`config.mk`:
```
export PLATFORM = sky130hd
export DESIGN_NAME = calorimeter_muon_trigger
export DESIGN_NICKNAME = d
export VERILOG_FILES = /design/src/hw/rtl/cmt_pkg.sv /design/src/hw/rtl/calorimeter_muon_trigger.sv /design/src/hw/rtl/cmt_ram.sv /design/src/hw/rtl/cmt_ctrl.sv /design/src/hw/rtl/cmt_datapath.sv
export SDC_FILE = /design/constraint.sdc
export NUM_CORES = 2
export LEC_CHECK = 0
export BUFFER_PORTS_ARGS = -buffer_cell sky130_fd_sc_hd__buf_2
export CAP_MARGIN = 15
export CORE_MARGIN = 2
export CORE_UTILIZATION = 63
export CTS_CLUSTER_SIZE = 28
export DETAILED_ROUTE_END_ITERATION = 8
export GPL_TIMING_DRIVEN = 1
export MAX_ROUTING_LAYER = met4
export PLACE_DENSITY = 0.87
export REMOVE_ABC_BUFFERS = 1
export SETUP_SLACK_MARGIN = 0.05
export SLEW_MARGIN = 20
export SYNTH_ARGS = -nofsm -noshare
export SYNTH_HDL_FRONTEND = slang
export SYNTH_SLANG_ARGS = --single-unit
```
`constraint.sdc`:
```
create_clock -name clk -period 7.15 [get_ports clk]
set_clock_uncertainty 0.1 [all_clocks]
set_input_delay 1.7875 -clock clk [delete_from_list [all_inputs] [get_ports clk]]
set_output_delay 1.7875 -clock clk [all_outputs]
set_load 0.02 [all_outputs]
```
`src/hw/rtl/cmt_pkg.sv`:
```
// Shared types, constants and helper functions of the calorimeter muon trigger.
// Used by the controller, the datapath, the top level and the port checker.
package cmt_pkg;

  localparam int NUM_SECTORS     = 16;
  localparam int MODS_PER_SECTOR = 12;
  localparam int NUM_OCTANTS     = 8;
  localparam int THR_DEPTH       = NUM_SECTORS * MODS_PER_SECTOR;
  localparam int THR_AW          = $clog2(THR_DEPTH);
  localparam int SEC_IDX_W       = $clog2(NUM_SECTORS);

  localparam int THR_W  = 7;
  localparam int ADC_W  = 7;
  localparam int SEC_W  = 4;
  localparam int MOD_W  = 4;
  localparam int CFG_W  = 4;
  localparam int CIDX_W = 2;

  localparam logic CMD_WRITE  = 1'b0;
  localparam logic CMD_SAMPLE = 1'b1;

  typedef enum logic [CIDX_W-1:0] {
    REG_TOWERS_NEEDED = 2'd0,
    REG_CHANNEL_LIMIT = 2'd1,
    REG_MUON_NEEDED   = 2'd2,
    REG_QUIET_NEEDED  = 2'd3
  } cfg_reg_t;

  // Commands from the controller to the datapath.
  typedef struct packed {
    logic accept;
    logic check;
    logic eval;
    logic load;
  } ctl_cmd_t;

  // Status of the transaction held in the datapath.
  typedef struct packed {
    logic is_sample;
    logic is_last;
  } dp_status_t;

  // Noise thresholds that the table holds until an entry is written.
  localparam logic [THR_W-1:0] DEFAULT_THR [16][12] = '{
    '{7'd11, 7'd10, 7'd14, 7'd11, 7'd11, 7'd12, 7'd11, 7'd10, 7'd19, 7'd30, 7'd11, 7'd10},
    '{7'd11, 7'd11, 7'd13, 7'd11, 7'd12, 7'd18, 7'd12, 7'd10, 7'd11, 7'd11, 7'd11, 7'd10},
    '{7'd11, 7'd14, 7'd11, 7'd11, 7'd11, 7'd13, 7'd23, 7'd11, 7'd11, 7'd11, 7'd10, 7'd10},
    '{7'd12, 7'd14, 7'd10, 7'd10, 7'd21, 7'd10, 7'd11, 7'd10, 7'd11, 7'd11, 7'd10, 7'd11},
    '{7'd10, 7'd12, 7'd14, 7'd19, 7'd11, 7'd10, 7'd11, 7'd12, 7'd12, 7'd11, 7'd10, 7'd10},
    '{7'd10, 7'd11, 7'd11, 7'd10, 7'd11, 7'd14, 7'd11, 7'd11, 7'd11, 7'd10, 7'd11, 7'd11},
    '{7'd10, 7'd11, 7'd11, 7'd11, 7'd12, 7'd11, 7'd11, 7'd18, 7'd10, 7'd11, 7'd11, 7'd10},
    '{7'd10, 7'd11, 7'd10, 7'd11, 7'd11, 7'd11, 7'd12, 7'd11, 7'd11, 7'd11, 7'd10, 7'd10},
    '{7'd10, 7'd11, 7'd11, 7'd11, 7'd11, 7'd14, 7'd11, 7'd11, 7'd18, 7'd10, 7'd11, 7'd11},
    '{7'd10, 7'd11, 7'd11, 7'd10, 7'd10, 7'd11, 7'd10, 7'd11, 7'd11, 7'd11, 7'd10, 7'd23},
    '{7'd10, 7'd11, 7'd10, 7'd10, 7'd10, 7'd13, 7'd10, 7'd10, 7'd10, 7'd11, 7'd10, 7'd12},
    '{7'd10, 7'd11, 7'd10, 7'd12, 7'd10, 7'd10, 7'd11, 7'd11, 7'd10, 7'd10, 7'd11, 7'd11},
    '{7'd11, 7'd13, 7'd12, 7'd13, 7'd12, 7'd11, 7'd11, 7'd10, 7'd10, 7'd10, 7'd20, 7'd11},
    '{7'd11, 7'd10, 7'd11, 7'd10, 7'd10, 7'd26, 7'd10, 7'd11, 7'd12, 7'd10, 7'd11, 7'd11},
    '{7'd12, 7'd11, 7'd11, 7'd12, 7'd10, 7'd11, 7'd10, 7'd11, 7'd10, 7'd10, 7'd15, 7'd11},
    '{7'd10, 7'd11, 7'd11, 7'd10, 7'd11, 7'd10, 7'd11, 7'd11, 7'd11, 7'd12, 7'd10, 7'd10}
  };

  // Tower of a module: three modules to a tower.
  function automatic logic [1:0] tower_of(input logic [MOD_W-1:0] m);
    logic [1:0] t;
    if (m < MOD_W'(3)) begin
      t = 2'd0;
    end else if (m < MOD_W'(6)) begin
      t = 2'd1;
    end else if (m < MOD_W'(9)) begin
      t = 2'd2;
    end else begin
      t = 2'd3;
    end
    return t;
  endfunction

  function automatic logic [2:0] popcount4(input logic [3:0] v);
    logic [2:0] n;
    n = '0;
    for (int i = 0; i < 4; i++) begin
      n = n + 3'(v[i]);
    end
    return n;
  endfunction

  function automatic logic [3:0] popcount8(input logic [7:0] v);
    logic [3:0] n;
    n = '0;
    for (int i = 0; i < 8; i++) begin
      n = n + 4'(v[i]);
    end
    return n;
  endfunction

endpackage

```
`src/hw/rtl/calorimeter_muon_trigger.sv`:
```
// Top level of the calorimeter muon trigger: joins the controller and the datapath.
// Depends on cmt_pkg, cmt_ctrl, cmt_datapath and cmt_ram.

// The block takes one transaction at a time. A threshold write and a channel sample
// each pass through a check state, which covers the registered read of the threshold
// RAM; a sample marked last then also passes through octant evaluation and decision,
// where it waits while the previous result is still held by out_stall. The table
// comes out of reset holding the default noise thresholds at once, through one written
// bit per entry, so no clearing pass follows reset. Sector counters are cleared at
// every octant evaluation.
module calorimeter_muon_trigger
  import cmt_pkg::*;
(
  input  logic                   clk,
  input  logic                   rst,
  input  logic                   cfg_write,
  input  logic [CIDX_W-1:0]      cfg_index,
  input  logic [CFG_W-1:0]       cfg_data,
  input  logic                   in_valid,
  output logic                   in_stall,
  input  logic                   cmd,
  input  logic [SEC_W-1:0]       sector,
  input  logic [MOD_W-1:0]       module_req,
  input  logic [ADC_W-1:0]       adc_value,
  input  logic                   last,
  output logic                   out_valid,
  input  logic                   out_stall,
  output logic [NUM_OCTANTS-1:0] muon_octants,
  output logic [NUM_OCTANTS-1:0] quiet_octants,
  output logic                   muon_decision
);

  ctl_cmd_t   ctl;
  dp_status_t status;

  cmt_ctrl u_ctrl (
    .clk      (clk),
    .rst      (rst),
    .in_valid (in_valid),
    .in_stall (in_stall),
    .out_valid(out_valid),
    .out_stall(out_stall),
    .status   (status),
    .ctl      (ctl)
  );

  cmt_datapath u_datapath (
    .clk          (clk),
    .rst          (rst),
    .ctl          (ctl),
    .status       (status),
    .cfg_write    (cfg_write),
    .cfg_index    (cfg_index),
    .cfg_data     (cfg_data),
    .cmd          (cmd),
    .sector       (sector),
    .module_req   (module_req),
    .adc_value    (adc_value),
    .last         (last),
    .muon_octants (muon_octants),
    .quiet_octants(quiet_octants),
    .muon_decision(muon_decision)
  );

endmodule

```
`src/hw/rtl/cmt_ram.sv`:
```
// Generic single-write, single-read RAM with a registered read port.
// Depends on nothing else in the project.
module cmt_ram #(
  parameter int WIDTH = 8,
  parameter int DEPTH = 256,
  localparam int AW = $clog2(DEPTH)
) (
  input  logic             clk,
  input  logic             we,
  input  logic [AW-1:0]    waddr,
  input  logic [WIDTH-1:0] wdata,
  input  logic [AW-1:0]    raddr,
  output logic [WIDTH-1:0] rdata
);

  logic [WIDTH-1:0] mem [DEPTH];

  always_ff @(posedge clk) begin
    if (we) begin
      mem[waddr] <= wdata;
    end
    rdata <= mem[raddr];
  end

endmodule

```
`src/hw/rtl/cmt_ctrl.sv`:
```
// Controller of the calorimeter muon trigger: sequences one transaction at a time.
// Depends on cmt_pkg for the command and status structs.
module cmt_ctrl
  import cmt_pkg::*;
(
  input  logic       clk,
  input  logic       rst,
  input  logic       in_valid,
  output logic       in_stall,
  output logic       out_valid,
  input  logic       out_stall,
  input  dp_status_t status,
  output ctl_cmd_t   ctl
);

  typedef enum logic [1:0] {
    S_IDLE,
    S_CHECK,
    S_EVAL,
    S_DECIDE
  } state_t;

  state_t state;

  always_comb begin
    ctl.accept = in_valid && !in_stall;
    ctl.check  = (state == S_CHECK);
    ctl.eval   = (state == S_EVAL);
    ctl.load   = (state == S_DECIDE) && (!out_valid || !out_stall);
  end

  always_ff @(posedge clk) begin
    if (rst) begin
      state     <= S_IDLE;
      in_stall  <= 1'b0;
      out_valid <= 1'b0;
    end else begin
      case (state)
        S_IDLE: begin
          if (in_valid) begin
            state    <= S_CHECK;
            in_stall <= 1'b1;
          end
        end
        S_CHECK: begin
          if (status.is_sample && status.is_last) begin
            state <= S_EVAL;
          end else begin
            state    <= S_IDLE;
            in_stall <= 1'b0;
          end
        end
        S_EVAL: begin
          state <= S_DECIDE;
        end
        S_DECIDE: begin
          if (ctl.load) begin
            state    <= S_IDLE;
            in_stall <= 1'b0;
          end
        end
        default: begin
          state    <= S_IDLE;
          in_stall <= 1'b0;
        end
      endcase

      if (ctl.load) begin
        out_valid <= 1'b1;
      end else if (!out_stall) begin
        out_valid <= 1'b0;
      end
    end
  end

endmodule

```
`src/hw/rtl/cmt_datapath.sv`:
```
// Datapath of the calorimeter muon trigger: threshold table, sector state,
// octant evaluation and the result register. Depends on cmt_pkg and cmt_ram.
module cmt_datapath
  import cmt_pkg::*;
(
  input  logic                     clk,
  input  logic                     rst,
  input  ctl_cmd_t                 ctl,
  output dp_status_t               status,
  input  logic                     cfg_write,
  input  logic [CIDX_W-1:0]        cfg_index,
  input  logic [CFG_W-1:0]         cfg_data,
  input  logic                     cmd,
  input  logic [SEC_W-1:0]         sector,
  input  logic [MOD_W-1:0]         module_req,
  input  logic [ADC_W-1:0]         adc_value,
  input  logic                     last,
  output logic [NUM_OCTANTS-1:0]   muon_octants,
  output logic [NUM_OCTANTS-1:0]   quiet_octants,
  output logic                     muon_decision
);

  // Configuration registers.
  logic [2:0] towers_needed;
  logic [3:0] channel_limit;
  logic [3:0] muon_needed;
  logic [3:0] quiet_needed;

  // Transaction held while it is being worked on.
  logic             cmd_q;
  logic             last_q;
  logic [SEC_W-1:0] sec_q;
  logic [MOD_W-1:0] mod_q;
  logic [ADC_W-1:0] adc_q;
  logic             addr_ok_q;
  logic             written_q;
  logic [THR_W-1:0] def_q;

  logic                 addr_ok;
  logic [THR_AW-1:0]    thr_addr;
  logic                 thr_we;
  logic [THR_W-1:0]     thr_rdata;
  logic [THR_W-1:0]     thr;
  logic [THR_DEPTH-1:0] thr_written;
  logic                 hit;
  logic [SEC_IDX_W-1:0] sec_idx;
  logic [1:0]           tower;

  logic [3:0] tower_flags [NUM_SECTORS];
  logic [3:0] hit_count   [NUM_SECTORS];

  logic [NUM_OCTANTS-1:0] muon_mask;
  logic [NUM_OCTANTS-1:0] quiet_mask;
  logic [NUM_OCTANTS-1:0] muon_mask_next;
  logic [NUM_OCTANTS-1:0] quiet_mask_next;

  assign addr_ok  = (int'(sector) < NUM_SECTORS) && (int'(module_req) < MODS_PER_SECTOR);
  assign thr_addr = THR_AW'(int'(sector) * MODS_PER_SECTOR + int'(module_req));
  assign thr_we   = ctl.accept && (cmd == CMD_WRITE) && addr_ok;

  cmt_ram #(
    .WIDTH(THR_W),
    .DEPTH(THR_DEPTH)
  ) u_thr_ram (
    .clk  (clk),
    .we   (thr_we),
    .waddr(thr_addr),
    .wdata(adc_value),
    .raddr(thr_addr),
    .rdata(thr_rdata)
  );

  assign status.is_sample = (cmd_q == CMD_SAMPLE);
  assign status.is_last   = last_q;

  // Entries never written read as their default threshold.
  assign thr     = written_q ? thr_rdata : def_q;
  assign hit     = (cmd_q == CMD_SAMPLE) && addr_ok_q && (adc_q > thr);
  assign sec_idx = SEC_IDX_W'(sec_q);
  assign tower   = tower_of(mod_q);

  always_ff @(posedge clk) begin
    if (rst) begin
      towers_needed <= 3'd3;
      channel_limit <= 4'd3;
      muon_needed   <= 4'd1;
      quiet_needed  <= 4'd7;
    end else if (cfg_write) begin
      case (cfg_reg_t'(cfg_index))
        REG_TOWERS_NEEDED: towers_needed <= cfg_data[2:0];
        REG_CHANNEL_LIMIT: channel_limit <= cfg_data;
        REG_MUON_NEEDED:   muon_needed   <= cfg_data;
        REG_QUIET_NEEDED:  quiet_needed  <= cfg_data;
        default: begin
        end
      endcase
    end
  end

  always_ff @(posedge clk) begin
    if (rst) begin
      thr_written <= '0;
    end else if (thr_we) begin
      thr_written[thr_addr] <= 1'b1;
    end
  end

  always_ff @(posedge clk) begin
    if (ctl.accept) begin
      cmd_q     <= cmd;
      last_q    <= last;
      sec_q     <= sector;
      mod_q     <= module_req;
      adc_q     <= adc_value;
      addr_ok_q <= addr_ok;
      written_q <= thr_written[thr_addr];
      def_q     <= DEFAULT_THR[sector][module_req];
    end
  end

  always_ff @(posedge clk) begin
    if (rst) begin
      for (int s = 0; s < NUM_SECTORS; s++) begin
        tower_flags[s] <= '0;
        hit_count[s]   <= '0;
      end
    end else if (ctl.eval) begin
      for (int s = 0; s < NUM_SECTORS; s++) begin
        tower_flags[s] <= '0;
        hit_count[s]   <= '0;
      end
    end else if (ctl.check && hit) begin
      tower_flags[sec_idx] <= tower_flags[sec_idx] | (4'b0001 << tower);
      if (hit_count[sec_idx] != 4'hF) begin
        hit_count[sec_idx] <= hit_count[sec_idx] + 4'd1;
      end
    end
  end

  // Two sectors share an octant; sectors past the last octant are dropped.
  always_comb begin
    muon_mask_next  = '0;
    quiet_mask_next = '1;
    for (int s = 0; s < NUM_SECTORS; s++) begin
      if ((s >> 1) < NUM_OCTANTS) begin
        if (popcount4(tower_flags[s]) >= towers_needed) begin
          muon_mask_next[3'(s >> 1)] = 1'b1;
        end
        if (hit_count[s] > channel_limit) begin
          quiet_mask_next[3'(s >> 1)] = 1'b0;
        end
      end
    end
  end

  always_ff @(posedge clk) begin
    if (ctl.eval) begin
      muon_mask  <= muon_mask_next;
      quiet_mask <= quiet_mask_next;
    end
  end

  always_ff @(posedge clk) begin
    if (ctl.load) begin
      muon_octants  <= muon_mask;
      quiet_octants <= quiet_mask;
      muon_decision <= (popcount8(muon_mask) >= muon_needed) &&
                       (popcount8(quiet_mask) >= quiet_needed);
    end
  end

endmodule

```
== Word level (Yosys, flattened, before mapping) ==
Memories as Yosys holds them, arrays and structs flattened. A register that Yosys moved wholly into a read port is not among the register bits.
Index checks and enable logic that the tools add are counted.
Cells by class
  muxes and demuxes: 87
  reductions and logical operators: 25
  equality and inequality tests: 11
  magnitude comparators: 27
  bitwise gates (word level): 37
  shift operators: 1
  add/sub/neg operators: 36
  multiply operators: 1
Operator list (count)
  $or 192x192->192: 1
  $mux 84: 2
  $mux 4: 38
  $add 3x1->3: 16
  $mux 1: 34
  $gt 4x4->1: 8
  $or 1x1->1: 32
  $bmux 7 s4: 1
  $ge 3x3->1: 8
  $mux 7: 3
  $add 1x1->2: 10
  $add 4x1->4 const B: 5
  $add 4x1->4: 4
  $ge 5x5->1 const B: 2
  $logic_and 1x1->1: 10
  $mux 2: 5
  $not 4->5: 2
  $reduce_and 2->1: 5
  $lt 8x9->1 const B: 1
  $add 8x5->8: 1
  $bmux 1 s8: 1
  $demux 1 s8: 1
  $eq 2x2->1 const B: 4
  $ge 4x4->1: 2
  other kinds (21): 29
Word-level totals
  flip-flop bits (word level): 254
  logic and storage cells: 256
  memories kept: 4
  input bits: 28
  bits in writable memories: 1472
  ROM bits: 1344
  output and inout port bits: 19
Memories
  (name not given): depth 16, width 84, rd ports 1, clocked after memory_dff 0, wr ports 0, RTL line cmt_datapath.sv:117  | def_q <= DEFAULT_THR[sector][module_req];
  u_datapath.u_thr_ram.mem: depth 192, width 7, rd ports 1, clocked after memory_dff 1, wr ports 1, RTL line cmt_ram.sv:16  | logic [WIDTH-1:0] mem [DEPTH];
  u_datapath.hit_count: depth 16, width 4, rd ports 9, clocked after memory_dff 1, wr ports 16, RTL line cmt_datapath.sv:50  | logic [3:0] hit_count [NUM_SECTORS];
  u_datapath.tower_flags: depth 16, width 4, rd ports 9, clocked after memory_dff 1, wr ports 16, RTL line cmt_datapath.sv:49  | logic [3:0] tower_flags [NUM_SECTORS];

== Logic depth before layout (Yosys ltp) ==
  word-level depth: 10
  depth in mapped cells: 15
  gate-level depth less buffers: 12

== Modules after synthesis ==
Synthesis repeated with hierarchy kept, for this count alone.
Unflattened totals
  cells, all modules: 4261
  area total of the unflattened synthesis: 71708.8 um^2
Modules (own cells, without submodules)
  cmt_ram: cells each 2460, times used 1, seq. area each 40498.8 um^2, area an instance 52440.3 um^2
  cmt_datapath: cells each 1780, times used 1, seq. area each 9298.9 um^2, area an instance 19072.0 um^2
  cmt_ctrl: cells each 21, times used 1, seq. area each 80.1 um^2, area an instance 196.4 um^2

== Worst setup path before layout ==
Ideal clock, no wire load.
  kind: input-to-reg
  start point: input port sector[2]
  end point: memory u_datapath.u_thr_ram.mem[22][0] (netlist name), enable pin
  path slack: 1633 ps
  buffers on the path: 5
  setup time: 360 ps
  cell stages on the path: 14
  arrival time: 5057 ps
  data required time: 6690 ps
  cell sequence: clkbuf_1 -> inv_1 -> clkbuf_1 -> ha_1 -> nor2b_1 -> a21oi_4 -> xor2_2 -> nand3_1 -> a221oi_4 -> buf_4 -> buf_2 -> nand3_1 -> buf_2 -> nor2_1
On the way
  word-level cells in the longest chain between the ends: 2
RTL lines
  start, declared: RTL line calorimeter_muon_trigger.sv:22  | input logic [SEC_W-1:0] sector,
  $mul 4x2->6: RTL line cmt_datapath.sv:58  | assign thr_addr = THR_AW'(int'(sector) * MODS_PER_SECTOR + int'(module_req));
  $add 8x5->8: RTL line cmt_datapath.sv:58
  end, declared: RTL line cmt_ram.sv:16
Every way passes these cells.

== Worst setup path in the final report ==
  start point: input port sector[2]
  end point: memory u_datapath.u_thr_ram.mem[46][1] (netlist name), enable pin
The elaborated chain is that of the path after synthesis.

==> metrics <==
sequential share of the synthesized area=0.700; CTS Root Cell=clkbuf_16; setup TNS=0 ns; Post-Layout Cell Count=5879; total placed cells including tap cells=5560; Die H=340 um; fin crit share=0.847; detailed-route wire length=200 mm; ys async rst share=0; CP Capture Type=flip-flop; DR iter-0 viols=7543; crit-path leading delay family=simple AND/OR/NAND/NOR gates; min Tclk post-route=6.06 ns; IO Count=47; Post-DRT Antenna Nets=0; proportion of layout cells with a drive suffix above 1=0.224; Max Fclk=0.165 GHz; Post-Synthesis Cells=4158; Area after DPL=73400 um2; Port Buf Inserts=38; Final Wtd Congestion=0.934; CTS resizes=0; CTS Sinks=1735; xor/xnor share of the synthesized area=0.00170; worst slew pin tran=1.19 ns; Slew Limit Fails=0; Sw Pwr=5730 uW; slowest CP cell=xnor2_1; postcts setup bufs=0; largest family of logic cells by synthesized area=multiplexers; Synth Warn #=0; Cell Area, Synth=71200 um2; CTS tree=done; CP max FO=16; register-to-register setup slack=2.77 ns; Fin. Hold Viols=0; Core ar.=112000 um2; Max-slew headroom=0.204; classification of the worst-slack hold path=flip-flop to flip-flop; Adder-Cell Fraction of Synth Area=0.0213; GRT overflow=0; # fillers=6232; status=completed; Longest Clk Path Bufs=3; Crit Reg-Reg Startpoint=u_ctrl.in_stall; RSZ-0062 raised after global routing=no; buffers and inverters on the worst path=2; first drt pass iteration count=9; Hold Startpoint=u_datapath.quiet_mask[3]; Final Setup Violations=0; critical path arrival=6.37 ns; unique cell type count in the Yosys netlist=71; Initial Util=0.634; hold path cells=0; Post-synth EDFFs=1513; Synth-to-Final Area Change=11.0%; Primary FF master, synth=edfxtp_1; R2R Path End=u_datapath.u_thr_ram.mem[120][1]; overall die area=116000 um2; die width=340 um; Post-DP HPWL=112 mm; Setup WS post-layout=1.09 ns; Skew-Pair Late Insertion Delay=0.80 ns; Place WS=0.752 ns; Avg Inst Size Synth=17.1 um2; H-tree Lvls=4; Max VDD drop=0.255 mV; # DRC=0; sequential share of power=0.492; Leak=0.0261 uW; type of the worst setup path=primary input to flip-flop; switching share of power=0.253; power per cell area=287 nW/um2; clock network power share=0.402; post-synthesis compound-gate area fraction=0.0367; largest net degree at the start of global routing=132; post-synthesis register bit count=1735; antenna violations before repair=8; R2R cell count=7; Vias/cell=7.26; WHS Endpoint=u_datapath.quiet_octants[3]; combinational share of power=0.106; cell area after layout=79100 um2; first-pass GRT wire length=289 mm; max incr delay on CP=0.92 ns; Max Cap Viol=0; vias in the first global route=41700; Site Rows=123; CP cell instances=buf_2 > inv_1 > ha_1 > nor2b_1 > a21oi_4 > xnor2_1 > o31ai_1 > a221oi_4 > and3_1 > nand2_1 > nor2_1; simple-gate area share of the yosys netlist=0.0555; Reg clk slew, reported paths=0.06 ns; WL/cell=34.1 um; final net count=4372; Req. time, crit path=7.47 ns; GRT Total Usage=0.356; startpoint types=primary input; CTS Buf Count=166; internal power=17000 uW; Post-CTS Hold Fix Bufs=0; multiplexer share of the synthesized area=0.161; via count=42700
## per-layer routing
metal  track usage  vias to the layer above  part of all wire  wire, um
met5             -                        -                 0         0
met4         0.184                        0             0.069     13800
met3        0.0958                     1008              0.13     26200
met2         0.551                     4092              0.48     96500
met1         0.434                    21200              0.32     63800
li1              -                    16400                 -         -
## kinds of logic after synthesis
family / Yosys count
simple gates: 953
buf+inv: 376
flops: 1735
mux: 536
compound gates: 429
xor+xnor: 13
other cells: 2
fa+ha+maj: 114
## worst max-delay path by stage
stage / slack [ns] / cells past startpoint / from / end
after global placement: 1.01 / 11 / sector[2] / u_datapath.u_thr_ram.mem[46][3]
after detailed placement: 0.75 / 11 / sector[2] / u_datapath.u_thr_ram.mem[42][2]
after CTS: 1.45 / 11 / sector[2] / u_datapath.u_thr_ram.mem[46][2]
final: 1.09 / 11 / sector[2] / u_datapath.u_thr_ram.mem[46][1]
after global routing: 1.15 / 11 / sector[2] / u_datapath.u_thr_ram.mem[46][1]
after floorplan: -3.77 / 6 / sector[0] / u_datapath.u_thr_ram.mem[112][0]
## flip-flops by register name, indices dropped and copies added, names as in the netlist, 5 cells and up, named ones only
| signal | flops |
|---|---|
| u_datapath.adc_q | 7 |
| u_datapath.def_q | 5 |
| u_datapath.hit_count | 64 |
| u_datapath.thr_written | 192 |
| u_datapath.tower_flags | 64 |
| u_datapath.u_thr_ram.mem | 1344 |
| u_datapath.u_thr_ram.rdata | 7 |
## through the flow
stage,utilization,power (uW),hold slack (ns)
detailed placement,0.653,13600,0.347
global route,0.704,23100,0.376
finish,0.704,22700,0.360
floorplan,-,12700,0.326
CTS,0.703,22500,0.363
global placement,0.653,13500,0.333
## power by group through the flow
stage | Clock [uW] | Combinational, uW | Sequential [uW]
floorplan | 0 | 1320 | 11300
global placement | 0 | 2120 | 11400
detailed placement | 0 | 2200 | 11400
CTS | 9100 | 2280 | 11200
global route | 9470 | 2460 | 11200
finish | 9130 | 2410 | 11200
## cell type report
class,instances,area [um2],share of cell area
inverters,86,323,0.00408
flip-flops and latches,1735,49900,0.631
repair buffers,188,1550,0.0196
clock buffers,202,4510,0.0570
multi-input cells,2053,19800,0.251
diodes,13,32.5,0.000411
well taps,1500,1880,0.0237
clock inverters,102,1090,0.0138
## cell usage after synthesis, drive strengths merged (8+ instances only)
cell type / n / area [um2]
inv: 84 / 315
buf: 151 / 848
nor2: 602 / 2260
clkbuf: 139 / 522
mux2i: 42 / 420
a31oi: 82 / 513
a211oi: 9 / 72.6
edfxtp: 1513 / 45400
nand2: 187 / 707
o22ai: 12 / 75.1
fa: 12 / 240
a22oi: 8 / 65.1
nand3: 56 / 280
a21oi: 174 / 886
nor2b: 20 / 125
and3: 19 / 119
a32oi: 8 / 70.1
dfxtp: 222 / 4440
nand4: 10 / 62.6
mux2: 8 / 90.1
a21boi: 8 / 60.1
ha: 102 / 1280
o21ai: 68 / 340
nand2b: 21 / 131
mux4: 486 / 10900
nor3: 12 / 70.1
a211o: 9 / 78.8
a41oi: 8 / 70.1
## cells in the final DEF (no fill, tap or decap), types with 28 or more instances in the layout
cell,count
a21oi_1,172
o21ai_0,67
mux2i_1,42
buf_2,28
ha_1,101
nand2_1,185
inv_1,84
nor2_1,601
buf_4,138
clkbuf_16,172
dfxtp_1,221
edfxtp_1,1513
nand3_1,56
a31oi_1,82
mux4_2,486
(Power assumes the default switching activity.)
